--- src/design/convex_polygon_rect_clip_unit_macros.svh ---
// ----------------------------------------------------------------------------
// Assertion macros for the polygon clip unit
// Each macro expects signals named clk and rst_n in the module that uses it.
// ----------------------------------------------------------------------------
`ifndef CONVEX_POLYGON_RECT_CLIP_UNIT_MACROS_SVH
`define CONVEX_POLYGON_RECT_CLIP_UNIT_MACROS_SVH

`ifndef ASSERT_OFF
`define CPRC_ASSERT(lbl, cond) \
  lbl: assert property (@(posedge clk) disable iff (!rst_n) (cond)) \
    else $error("assertion failed");
`define CPRC_ASSERT_IMPL(lbl, ante, cons) \
  lbl: assert property (@(posedge clk) disable iff (!rst_n) (ante) |-> (cons)) \
    else $error("assertion failed");
`else
`define CPRC_ASSERT(lbl, cond)
`define CPRC_ASSERT_IMPL(lbl, ante, cons)
`endif

`endif

--- src/design/cprc_pkg.sv ---
// ----------------------------------------------------------------------------
// cprc_pkg
// Shared types, constants and helpers of the polygon clip unit.
// ----------------------------------------------------------------------------
package cprc_pkg;

  localparam int MAX_VERT = 8;
  localparam int FQ_DEPTH = 4;
  localparam int CFG_AW   = 4;
  localparam int NUM_W    = 35;
  localparam int DEN_W    = 17;

  typedef logic signed [15:0] coord_t;
  typedef logic signed [16:0] diff_t;

  typedef struct packed {
    coord_t vertex_x;
    coord_t vertex_y;
    logic   last_in;
  } in_item_t;

  typedef struct packed {
    coord_t out_x;
    coord_t out_y;
    logic   last_out;
    logic   empty_res;
    logic   overflow;
  } out_item_t;

  typedef struct packed {
    coord_t left;
    coord_t top;
    coord_t right;
    coord_t bottom;
  } rect_t;

  typedef enum logic [1:0] {
    REG_LEFT   = 2'd0,
    REG_TOP    = 2'd1,
    REG_RIGHT  = 2'd2,
    REG_BOTTOM = 2'd3
  } reg_idx_t;

  typedef enum logic [1:0] {
    PASS_TOP    = 2'd0,
    PASS_RIGHT  = 2'd1,
    PASS_BOTTOM = 2'd2,
    PASS_LEFT   = 2'd3
  } pass_t;

  typedef struct packed {
    logic                    start;
    logic signed [NUM_W-1:0] num;
    logic signed [DEN_W-1:0] den;
  } div_req_t;

  typedef struct packed {
    logic   busy;
    logic   done;
    coord_t quo;
  } div_rsp_t;

  // One clip line: horizontal lines test y, vertical lines test x. The side
  // product is g * (coord - c), and a vertex is inside when it is negative.
  typedef struct packed {
    logic   horiz;
    coord_t c;
    diff_t  g;
  } clip_line_t;

  function automatic diff_t sub17(coord_t a, coord_t b);
    diff_t r;
    r = {a[15], a} - {b[15], b};
    return r;
  endfunction

  function automatic clip_line_t line_of(pass_t p, rect_t r);
    clip_line_t l;
    case (p)
      PASS_TOP: begin
        l.horiz = 1'b1;
        l.c     = r.top;
        l.g     = sub17(r.right, r.left);
      end
      PASS_RIGHT: begin
        l.horiz = 1'b0;
        l.c     = r.right;
        l.g     = sub17(r.top, r.bottom);
      end
      PASS_BOTTOM: begin
        l.horiz = 1'b1;
        l.c     = r.bottom;
        l.g     = sub17(r.left, r.right);
      end
      default: begin
        l.horiz = 1'b0;
        l.c     = r.left;
        l.g     = sub17(r.bottom, r.top);
      end
    endcase
    return l;
  endfunction

  function automatic logic is_inside(clip_line_t l, coord_t a);
    logic r;
    r = (l.g != '0) && (a != l.c) && (l.g[16] != (a < l.c));
    return r;
  endfunction

endpackage

--- src/design/cprc_div.sv ---
// ----------------------------------------------------------------------------
// cprc_div
// Restoring divider, one quotient bit per cycle, truncating toward zero.
// ----------------------------------------------------------------------------
module cprc_div (
  input  logic               clk,
  input  logic               rst_n,
  input  cprc_pkg::div_req_t req,
  output cprc_pkg::div_rsp_t rsp
);
  import cprc_pkg::*;

  localparam int CNT_W = $clog2(NUM_W);

  logic             busy_r, done_r, neg_r;
  logic [CNT_W-1:0] cnt_r;
  logic [NUM_W-1:0] dvd_r;
  logic [DEN_W-1:0] dvs_r, rem_r;
  logic [15:0]      quo_r;

  logic [NUM_W-1:0] num_mag;
  logic [DEN_W-1:0] den_mag;
  logic [DEN_W:0]   rem_sh, rem_sub;
  logic             take;

  always_comb begin
    num_mag = req.num[NUM_W-1] ? (~req.num + 1'b1) : req.num;
    den_mag = req.den[DEN_W-1] ? (~req.den + 1'b1) : req.den;
    rem_sh  = {rem_r, dvd_r[NUM_W-1]};
    rem_sub = rem_sh - {1'b0, dvs_r};
    take    = rem_sh >= {1'b0, dvs_r};
  end

  always_ff @(posedge clk) begin
    if (!rst_n) begin
      busy_r <= 1'b0;
      done_r <= 1'b0;
    end else begin
      done_r <= 1'b0;
      if (req.start) begin
        busy_r <= 1'b1;
      end else if (busy_r && cnt_r == CNT_W'(NUM_W - 1)) begin
        busy_r <= 1'b0;
        done_r <= 1'b1;
      end
    end
  end

  always_ff @(posedge clk) begin
    if (req.start) begin
      dvd_r <= num_mag;
      dvs_r <= den_mag;
      neg_r <= req.num[NUM_W-1] ^ req.den[DEN_W-1];
      rem_r <= '0;
      cnt_r <= '0;
      quo_r <= '0;
    end else if (busy_r) begin
      dvd_r <= {dvd_r[NUM_W-2:0], 1'b0};
      rem_r <= take ? rem_sub[DEN_W-1:0] : rem_sh[DEN_W-1:0];
      quo_r <= {quo_r[14:0], take};
      cnt_r <= cnt_r + 1'b1;
    end
  end

  // Only the low 16 bits of the quotient are kept; negation commutes with that.
  assign rsp.busy = busy_r;
  assign rsp.done = done_r;
  assign rsp.quo  = neg_r ? coord_t'(~quo_r + 1'b1) : coord_t'(quo_r);

endmodule

--- src/design/cprc_front.sv ---
// ----------------------------------------------------------------------------
// cprc_front
// Input side: takes vertex items and queues them for the clip engine.
// ----------------------------------------------------------------------------
module cprc_front (
  input  logic               clk,
  input  logic               rst_n,
  input  logic               push,
  output logic               full,
  input  cprc_pkg::in_item_t in_data,
  output logic               q_valid,
  output cprc_pkg::in_item_t q_item,
  input  logic               q_pop
);
  import cprc_pkg::*;

  localparam int PW = $clog2(FQ_DEPTH);
  localparam int CW = $clog2(FQ_DEPTH + 1);

  in_item_t        fifo_r [FQ_DEPTH];
  logic [PW-1:0]   wr_ptr_r, rd_ptr_r;
  logic [CW-1:0]   cnt_r;
  logic            do_wr, do_rd;

  assign full    = (cnt_r == CW'(FQ_DEPTH));
  assign q_valid = (cnt_r != '0);
  assign q_item  = fifo_r[rd_ptr_r];
  assign do_wr   = push && !full;
  assign do_rd   = q_pop && q_valid;

  always_ff @(posedge clk) begin
    if (!rst_n) begin
      wr_ptr_r <= '0;
      rd_ptr_r <= '0;
      cnt_r    <= '0;
    end else begin
      if (do_wr) wr_ptr_r <= wr_ptr_r + 1'b1;
      if (do_rd) rd_ptr_r <= rd_ptr_r + 1'b1;
      if (do_wr && !do_rd) begin
        cnt_r <= cnt_r + 1'b1;
      end else if (do_rd && !do_wr) begin
        cnt_r <= cnt_r - 1'b1;
      end
    end
  end

  always_ff @(posedge clk) begin
    if (do_wr) fifo_r[wr_ptr_r] <= in_data;
  end

endmodule

--- src/design/cprc_engine.sv ---
// ----------------------------------------------------------------------------
// cprc_engine
// Back end: stores vertices, runs the four clip passes, delivers results.
// ----------------------------------------------------------------------------
`include "convex_polygon_rect_clip_unit_macros.svh"

module cprc_engine #(
  parameter int MaxV = cprc_pkg::MAX_VERT
) (
  input  logic                clk,
  input  logic                rst_n,
  input  logic                q_valid,
  input  cprc_pkg::in_item_t  q_item,
  output logic                q_pop,
  input  cprc_pkg::rect_t     rect,
  output logic                empty,
  input  logic                pop,
  output cprc_pkg::out_item_t out_data
);
  import cprc_pkg::*;

  localparam int IW    = $clog2(MaxV);
  localparam int CW    = $clog2(MaxV + 1);
  localparam int DEPTH = 2 * (1 << IW);

  typedef enum logic [11:0] {
    S_LOAD   = 12'b000000000001,
    S_PSTART = 12'b000000000010,
    S_FIRST  = 12'b000000000100,
    S_FETCH  = 12'b000000001000,
    S_EDGE   = 12'b000000010000,
    S_MUL1   = 12'b000000100000,
    S_MUL2   = 12'b000001000000,
    S_DIV    = 12'b000010000000,
    S_PUSHK  = 12'b000100000000,
    S_NEXT   = 12'b001000000000,
    S_PEND   = 12'b010000000000,
    S_OUT    = 12'b100000000000
  } state_t;

  state_t          state_r;
  logic            owr_r;
  logic            bank_r, ovf_r, final_r, pendk_r, out_full_r;
  logic [CW-1:0]   scnt_r, dcnt_r, idx_r;
  pass_t           pass_r;
  logic [31:0]     first_r, prev_r, rdata_r;
  logic signed [32:0] prod_r;
  out_item_t       out_r;

  logic [31:0]     mem [DEPTH];
  logic            wr_en, rd_en;
  logic [IW:0]     wr_addr, rd_addr;
  logic [31:0]     wr_data;

  div_req_t        dreq;
  div_rsp_t        drsp;

  clip_line_t      ln;
  logic [31:0]     cur;
  coord_t          iu, iv, ku, kv;
  diff_t           dv, du, dc;
  logic            in_i, in_k, dest_ok, out_last;

  cprc_div u_div (
    .clk   (clk),
    .rst_n (rst_n),
    .req   (dreq),
    .rsp   (drsp)
  );

  always_comb begin
    ln  = line_of(pass_r, rect);
    cur = final_r ? first_r : rdata_r;
    if (ln.horiz) begin
      iu = prev_r[31:16];
      iv = prev_r[15:0];
      ku = cur[31:16];
      kv = cur[15:0];
    end else begin
      iu = prev_r[15:0];
      iv = prev_r[31:16];
      ku = cur[15:0];
      kv = cur[31:16];
    end
    dv       = sub17(kv, iv);
    du       = sub17(ku, iu);
    dc       = sub17(ln.c, iv);
    in_i     = is_inside(ln, iv);
    in_k     = is_inside(ln, kv);
    dest_ok  = dcnt_r < CW'(MaxV);
    out_last = (CW'(idx_r + 1'b1) == scnt_r);
    dreq.start = (state_r == S_MUL2);
    dreq.num   = 35'(prod_r) + 35'(dc) * 35'(du);
    dreq.den   = dv;
  end

  // Memory port control. The two banks of the store alternate as source and
  // destination from one pass to the next.
  always_comb begin
    wr_en   = 1'b0;
    wr_addr = {~bank_r, dcnt_r[IW-1:0]};
    wr_data = cur;
    rd_en   = 1'b0;
    rd_addr = {bank_r, idx_r[IW-1:0]};
    q_pop   = 1'b0;
    case (state_r)
      S_LOAD: begin
        q_pop   = q_valid;
        wr_en   = q_valid && (scnt_r < CW'(MaxV));
        wr_addr = {bank_r, scnt_r[IW-1:0]};
        wr_data = {q_item.vertex_x, q_item.vertex_y};
      end
      S_PSTART: begin
        rd_en   = (scnt_r != '0);
        rd_addr = {bank_r, {IW{1'b0}}};
      end
      S_FETCH: rd_en = (idx_r < scnt_r);
      S_EDGE:  wr_en = in_i && in_k && dest_ok;
      S_DIV: begin
        wr_en   = drsp.done && dest_ok;
        wr_data = ln.horiz ? {drsp.quo, ln.c} : {ln.c, drsp.quo};
      end
      S_PUSHK: wr_en = dest_ok;
      S_OUT:   rd_en = !owr_r && !out_full_r && (scnt_r != '0);
      default: ;
    endcase
  end

  always_ff @(posedge clk) begin
    if (wr_en) mem[wr_addr] <= wr_data;
    if (rd_en) rdata_r <= mem[rd_addr];
  end

  always_ff @(posedge clk) begin
    if (!rst_n) begin
      state_r    <= S_LOAD;
      owr_r      <= 1'b0;
      bank_r     <= 1'b0;
      ovf_r      <= 1'b0;
      final_r    <= 1'b0;
      pendk_r    <= 1'b0;
      out_full_r <= 1'b0;
      scnt_r     <= '0;
      dcnt_r     <= '0;
      idx_r      <= '0;
      pass_r     <= PASS_TOP;
    end else begin
      if (pop && out_full_r) out_full_r <= 1'b0;
      case (state_r)
        S_LOAD: begin
          if (q_valid) begin
            if (scnt_r < CW'(MaxV)) begin
              scnt_r <= scnt_r + 1'b1;
            end else begin
              ovf_r <= 1'b1;
            end
            if (q_item.last_in) begin
              pass_r  <= PASS_TOP;
              state_r <= S_PSTART;
            end
          end
        end
        S_PSTART: begin
          dcnt_r  <= '0;
          state_r <= (scnt_r == '0) ? S_PEND : S_FIRST;
        end
        S_FIRST: begin
          first_r <= rdata_r;
          prev_r  <= rdata_r;
          final_r <= 1'b0;
          idx_r   <= CW'(1);
          state_r <= S_FETCH;
        end
        S_FETCH: begin
          // Past the last stored vertex the closing edge goes back to the first.
          final_r <= !(idx_r < scnt_r);
          state_r <= S_EDGE;
        end
        S_EDGE: begin
          pendk_r <= !in_i;
          if (in_i && in_k) begin
            if (dest_ok) begin
              dcnt_r <= dcnt_r + 1'b1;
            end else begin
              ovf_r <= 1'b1;
            end
            state_r <= S_NEXT;
          end else if (in_i != in_k) begin
            state_r <= S_MUL1;
          end else begin
            state_r <= S_NEXT;
          end
        end
        S_MUL1: begin
          prod_r  <= 33'(iu) * 33'(dv);
          state_r <= S_MUL2;
        end
        S_MUL2: state_r <= S_DIV;
        S_DIV: begin
          if (drsp.done) begin
            if (dest_ok) begin
              dcnt_r <= dcnt_r + 1'b1;
            end else begin
              ovf_r <= 1'b1;
            end
            state_r <= pendk_r ? S_PUSHK : S_NEXT;
          end
        end
        S_PUSHK: begin
          if (dest_ok) begin
            dcnt_r <= dcnt_r + 1'b1;
          end else begin
            ovf_r <= 1'b1;
          end
          state_r <= S_NEXT;
        end
        S_NEXT: begin
          prev_r <= cur;
          if (final_r) begin
            state_r <= S_PEND;
          end else begin
            idx_r   <= idx_r + 1'b1;
            state_r <= S_FETCH;
          end
        end
        S_PEND: begin
          scnt_r <= dcnt_r;
          bank_r <= ~bank_r;
          idx_r  <= '0;
          if (pass_r == PASS_LEFT) begin
            state_r <= S_OUT;
          end else begin
            pass_r  <= pass_t'(pass_r + 1'b1);
            state_r <= S_PSTART;
          end
        end
        S_OUT: begin
          if (owr_r) begin
            owr_r      <= 1'b0;
            out_full_r <= 1'b1;
            out_r      <= '{out_x: rdata_r[31:16], out_y: rdata_r[15:0],
                            last_out: out_last, empty_res: 1'b0, overflow: ovf_r};
            if (out_last) begin
              scnt_r  <= '0;
              ovf_r   <= 1'b0;
              idx_r   <= '0;
              state_r <= S_LOAD;
            end else begin
              idx_r <= idx_r + 1'b1;
            end
          end else if (!out_full_r) begin
            if (scnt_r == '0) begin
              out_full_r <= 1'b1;
              out_r      <= '{out_x: '0, out_y: '0, last_out: 1'b1,
                              empty_res: 1'b1, overflow: ovf_r};
              ovf_r      <= 1'b0;
              state_r    <= S_LOAD;
            end else begin
              owr_r <= 1'b1;
            end
          end
        end
        default: state_r <= S_LOAD;
      endcase
    end
  end

  assign empty    = !out_full_r;
  assign out_data = out_r;

  `CPRC_ASSERT(a_dcnt_cap, dcnt_r <= CW'(MaxV))
  `CPRC_ASSERT(a_scnt_cap, scnt_r <= CW'(MaxV))
  `CPRC_ASSERT_IMPL(a_div_idle, dreq.start, !drsp.busy)
  `CPRC_ASSERT_IMPL(a_out_slot, owr_r, !out_full_r)

endmodule

--- src/design/convex_polygon_rect_clip_unit.sv ---
// ----------------------------------------------------------------------------
// convex_polygon_rect_clip_unit
// Clips a convex polygon against a rectangle, one edge of it per pass.
// ----------------------------------------------------------------------------
// Usage: write clip_left, clip_top, clip_right and clip_bottom over the APB
// port (byte addresses 0, 4, 8, 12) while the unit is idle. Push the polygon
// vertices in order on the input queue; the item with last_in set starts the
// clip. Up to MAX_VERTICES vertices are kept, later ones are dropped and flag
// overflow on every result of that polygon.
// Loading takes one vertex per cycle while the queue holds vertices and the
// engine is not clipping; a four-entry input queue decouples the producer
// from the clip engine. An edge that crosses the clip line waits for the
// bit-serial divider (35 quotient bits), and its far end is kept too when it
// lies inside. Results then leave one at a time, each after the last is
// popped; a polygon clipped away gives a single item with empty_res set.
// Results sit in one output register; while the receiver does not pop, the
// engine waits, and vertices of the next polygon fill the input queue.
// Reset clears the clip rectangle to zero, the counts and the flags.
// ----------------------------------------------------------------------------
module convex_polygon_rect_clip_unit #(
  parameter int MAX_VERTICES = cprc_pkg::MAX_VERT
) (
  input  logic                        clk,
  input  logic                        rst_n,
  input  logic                        push,
  output logic                        full,
  input  cprc_pkg::in_item_t          in_data,
  output logic                        empty,
  input  logic                        pop,
  output cprc_pkg::out_item_t         out_data,
  input  logic                        psel,
  input  logic                        penable,
  input  logic                        pwrite,
  input  logic [cprc_pkg::CFG_AW-1:0] paddr,
  input  logic [31:0]                 pwdata,
  output logic [31:0]                 prdata,
  output logic                        pready
);
  import cprc_pkg::*;

  rect_t    rect_r;
  reg_idx_t reg_sel;
  logic     q_valid, q_pop;
  in_item_t q_item;

  assign pready  = 1'b1;
  assign reg_sel = reg_idx_t'(paddr[3:2]);

  always_ff @(posedge clk) begin
    if (!rst_n) begin
      rect_r <= '0;
    end else if (psel && penable && pwrite && pready) begin
      case (reg_sel)
        REG_LEFT:   rect_r.left   <= pwdata[15:0];
        REG_TOP:    rect_r.top    <= pwdata[15:0];
        REG_RIGHT:  rect_r.right  <= pwdata[15:0];
        REG_BOTTOM: rect_r.bottom <= pwdata[15:0];
        default: ;
      endcase
    end
  end

  always_comb begin
    case (reg_sel)
      REG_LEFT:   prdata = {16'h0, rect_r.left};
      REG_TOP:    prdata = {16'h0, rect_r.top};
      REG_RIGHT:  prdata = {16'h0, rect_r.right};
      REG_BOTTOM: prdata = {16'h0, rect_r.bottom};
      default:    prdata = '0;
    endcase
  end

  cprc_front u_front (
    .clk     (clk),
    .rst_n   (rst_n),
    .push    (push),
    .full    (full),
    .in_data (in_data),
    .q_valid (q_valid),
    .q_item  (q_item),
    .q_pop   (q_pop)
  );

  cprc_engine #(
    .MaxV (MAX_VERTICES)
  ) u_engine (
    .clk      (clk),
    .rst_n    (rst_n),
    .q_valid  (q_valid),
    .q_item   (q_item),
    .q_pop    (q_pop),
    .rect     (rect_r),
    .empty    (empty),
    .pop      (pop),
    .out_data (out_data)
  );

endmodule

--- config.mk ---
export PLATFORM = sky130hd
export DESIGN_NAME = convex_polygon_rect_clip_unit
export DESIGN_NICKNAME = d
export VERILOG_FILES = /design/src/design/cprc_pkg.sv /design/src/design/cprc_div.sv /design/src/design/cprc_front.sv /design/src/design/cprc_engine.sv /design/src/design/convex_polygon_rect_clip_unit.sv
export VERILOG_INCLUDE_DIRS = /design/src /design/src/design
export SDC_FILE = /design/constraint.sdc
export NUM_CORES = 2
export LEC_CHECK = 0
export ABC_AREA = 1
export ABC_CLOCK_PERIOD_IN_PS = 12650
export BUFFER_PORTS_ARGS = -buffer_cell sky130_fd_sc_hd__buf_2
export CAP_MARGIN = 20
export CELL_PAD_IN_SITES_DETAIL_PLACEMENT = 0
export CELL_PAD_IN_SITES_GLOBAL_PLACEMENT = 1
export CORE_UTILIZATION = 50
export DETAILED_ROUTE_END_ITERATION = 16
export GPL_TIMING_DRIVEN = 0
export PLACE_DENSITY = 0.93
export SKIP_LAST_GASP = 1
export SLEW_MARGIN = 20
export SYNTH_ARGS = -nofsm -noshare
export SYNTH_HDL_FRONTEND = slang
export SYNTH_HIERARCHICAL = 1
export SYNTH_SLANG_ARGS = --single-unit
--- constraint.sdc ---
create_clock -name clk -period 12.65 [get_ports clk]
set_input_delay 1.265 -clock clk [delete_from_list [all_inputs] [get_ports clk]]
set_output_delay 1.265 -clock clk [all_outputs]
set_load 0.01 [all_outputs]
# == Word-level counts from Yosys, hierarchy flattened ==
# Memory sizes are Yosys's and may differ from the RTL's. A register that Yosys moved wholly into a read port is not among the register bits.
# Cells that the tools add are included.
# Widths: inputs -> output; s select.
# classes
add_sub_neg,21
reduce_logical,57
n_lt_le_gt_ge,6
muxes,85
bitwise_logic,6
multipliers,2
n_eq_ne,40
# op_table
op,count
$mux 35,6
$pmux 12 s12,1
$pmux 32 s2,2
$pmux 32 s4,1
$sub 16x16->17,7
$mux 12,9
$pmux 34 s3,1
$mux 16,6
$mux 32,2
$mux 4,11
$add 33x34->35,1
$add 35x1->35 const B,1
$not 35->35,1
$mul 17x17->34,1
$mul 16x17->33,1
$lt 16x16->1,2
$ne 16x16->1,2
$pmux 4 s4,2
$mux 1,25
$mux 11,2
$mux 10,2
$ge 18x17->1,1
$logic_and 1x1->1,18
$add 17x1->17 const B,1
60 further kinds,111
# totals
input_bits,76
ramBits,644
ff_bits,329
elab_cells,254
output_inout_bits,70
mem_count,2
# memory_table
memory,words,width,rd,rd_ports_with_merged_regs,write_ports,line,source
u_engine.mem,16,32,1,1,1,cprc_engine.sv:50,logic [31:0] mem [DEPTH];
u_front.fifo_r,4,33,1,1,1,cprc_front.sv:20,in_item_t fifo_r [FQ_DEPTH];

# == Longest topological paths before layout ==
# depth
ltp_word,11
depth_mapped,60
mapped_depth_nobuf,54

# == By module ==
# The synthesis kept the hierarchy.
# by_module_without_submodules
module,seq_area_each_um2,n_inst,area_each_um2,cells_per_inst
cprc_engine,20940.1,1,59295.6,6526
cprc_div,2412.3,1,6502.5,946
cprc_front,4144.0,1,5405.2,388
convex_polygon_rect_clip_unit,1281.2,1,3175.5,482

# == Worst setup path after synthesis ==
# No wires, ideal clock.
# synth_path
kind,reg-to-reg
startpoint,register u_engine.pass_r[0]
endpoint,"register u_engine.u_div.dvd_r[26], data pin"
arrival_ns,10.443
n_path_buf,7
path_stages_with_launch,55
period_less_slack_ns,10.696
setup_ns,0.253
t_required_ns,12.397
slack_ns,1.954
path_cell_list,dfxtp_1 inv_1 ha_1 buf_6 nor2_8 buf_6 buf_6 buf_2 buf_2 buf_1 buf_1 nand2_1 o21ai_0 ha_1 a21oi_1 inv_1 nor2_1 nor3_1 [19 not listed] inv_1 a21oi_1 nand2_1 a21oi_1 nor3_1 nor3_1 o31ai_1 xor2_1 nor2_1 nand2_1 nor2_1 nand3_1 o21ai_0 nand2_1 nand2_1 nand2_1 nand2_1 nand2_1
# synth_lines
item,line,source
from (decl),cprc_engine.sv:45,pass_t pass_r;
from (signal assigned),cprc_engine.sv:233,pass_r <= pass_t'(pass_r + 1'b1);
to (signal assigned),cprc_div.sv:51,dvd_r <= num_mag;
to (signal assigned),cprc_div.sv:58,"dvd_r <= {dvd_r[NUM_W-2:0], 1'b0};"
to (decl),cprc_div.sv:17,logic [NUM_W-1:0] dvd_r;

==> flow_metrics.env <==
export IMPL_status="complete, but fails checks"
export IMPL_violations="design-rule violations"
export IMPL_fillCellCount=12920
export IMPL_tns_ps=0
export IMPL_max_stage_delay_ps=760
export IMPL_htree_levels=3
export IMPL_antenna_found_initial=6
export IMPL_vias=60350
export IMPL_worst_r2r_path_depth=45
export IMPL_worst_pin_slew_ps=1087
export IMPL_fp_row_count=141
export IMPL_grt_pass1_wl_microns=349600
export IMPL_rsz0062_at_grt="no"
export IMPL_cts_root_buf="clkbuf_16"
export IMPL_crit_start="u_engine/pass_r[0]"
export IMPL_first_iter_violations=6223
export IMPL_syn_area_sq_um=74370
export IMPL_slowest_stage="fa_1"
export IMPL_crit_path_start_kind="flip-flop"
export IMPL_worst_path_max_fanout=10
export IMPL_seqCellArea_sq_um=28780
export IMPL_cts_buffers=103
export IMPL_worstHoldPathCells=0
export IMPL_drtAntennaViolNets=0
export IMPL_cap_violations=0
export IMPL_hpwl_microns=182900
export IMPL_finClkSkew_ps=95.66
export IMPL_grt_ovfl_total=0
export IMPL_coreArea_sq_um=147700
export IMPL_cp_required_ps=13100
export IMPL_grt_pass1_vias=59780
export IMPL_clk_pin_slew_ps=60
export IMPL_dp_slack_ps=-302.3
export IMPL_grtUsageTotal_pct=30.45
export IMPL_clock_path_buffers=3
export IMPL_hold_violations=0
export IMPL_avgViaCountPerCell=5.664
export IMPL_regToRegStartpoint="u_engine/pass_r[0]"
export IMPL_critPathKind="flip-flop to flip-flop"
export IMPL_cts_tree="built"
export IMPL_min_period_ps=12140
export IMPL_dieArea_sq_um=150300
export IMPL_gp_congestion=1.000
export IMPL_die_h_microns=387.7
export IMPL_slew_limit_headroom_pct=26.80
export IMPL_wl_per_cell_microns=21.67
export IMPL_crit_path_end_kind="flip-flop"
export IMPL_worstPathArrival_ps=12590
export IMPL_hp_start="u_engine/ovf_r"
export IMPL_cts_sinks=1007
export IMPL_yosys_warnings=6
export IMPL_worst_slack_ps=513.1
export IMPL_clk_latency_ps=770
export IMPL_multiInputGateArea_sq_um=39010
export IMPL_synthCells=8341
export IMPL_nNetsFinal=9690
export IMPL_synthToLayoutAreaGrowth_pct=10.35
export IMPL_hold_path_class="flip-flop to flip-flop"
export IMPL_setup_viol=0
export IMPL_syn_mean_instance_area_sq_um=8.916
export IMPL_drc=4
export IMPL_ios=146
export IMPL_drive_gt1_share_pct=6.855
export IMPL_final_max_slew_viol_count=0
export IMPL_cts_hold_buf=0
export IMPL_dp_cells=10460
export IMPL_grt_max_degree=45
export IMPL_port_buffer_count=110
export IMPL_fin_cells=10660
export IMPL_die_x_microns=387.7
export IMPL_fmax_mhz=82.39
export IMPL_firstDrtPassIters=12
export IMPL_wl_microns=230900
export IMPL_period_share_pct=95.94
export IMPL_start_util_pct=50.37
-- worst paths after layout --
check / slack [ps] / end
max: 510 / u_engine/u_div/dvd_r[31]
min reg2reg: 480 / u_engine/out_data[0]
min: 480 / u_engine/out_data[0]
max reg2reg: 510 / u_engine/u_div/dvd_r[31]
-- critical path: cells and delay by family (launching register included) --
family / cells / cell delay (ps)
compound gates: 7 / 1570
xor+xnor: 1 / 150
fa+ha+maj: 9 / 4580
buf+inv: 16 / 3110
flops: 1 / 360
mux: 1 / 580
simple gates: 11 / 1440
-- metal layers --
metal  vias up  share of wire, %  global-route usage [%]
met4         6               5.3                   14.67
met2      3211                47                   49.76
met3       645               9.8                   5.611
met1     29010                38                   39.06
met5         -             0.016                       0
li1      27480                 -                       -
-- repair_timing --
item | CTS | global route
setup endpoints to repair | 27 | 35
pin swaps | 1 | 0
hold endpoints to repair | 0 | 0
buffers inserted | 1 | 2
gates cloned | 0 | 0
resized for setup | 3 | 22
-- cell type report --
cell class / count / share of cell area [%]
diodes: 3 / 0.009148
multi-input cells: 5593 / 47.53
well taps: 1930 / 2.942
clock inverters: 59 / 0.7974
plain buffers: 325 / 1.897
clock buffers: 130 / 3.290
flip-flops and latches: 1007 / 35.07
repair buffers: 178 / 1.913
inverters: 1431 / 6.553
-- stage by stage --
step | utilization [%] | hold WS (ps) | cell area [sq um]
2_1_floorplan | - | 425.5 | 74430
3_3_place_gp | 52.41 | 458.2 | 77390
3_5_place_dp | 53.24 | 457.4 | 78610
4_1_cts | 55.52 | 478.0 | 81980
5_1_grt | 55.57 | 485.7 | 82060
6_report | 55.58 | 475.7 | 82070
-- state kept, by name, summed over array words and instances, names as in the netlist, 32 cells and up, named ones only --
name                  flops
u_engine/mem            512
u_engine/prev_r          32
u_engine/out_data        35
rect_r                   64
u_engine/first_r         32
u_engine/u_div/dvd_r     35
u_front/fifo_r          132
u_engine/rdata_r         32
u_engine/prod_r          33
-- placed cells by master (no fill, tap or decap), types with 228 or more instances in the layout --
master	n
edfxtp_1	861
a21oi_1	237
nand2_1	1684
inv_1	1403
o21ai_0	319
ha_1	344
nor3_1	228
nand3_1	373
nor2_1	973
fa_1	630
Power is left out: the tool's default activity adds up to more than one toggle a clock period on the data nets, which glitch-free logic cannot reach.
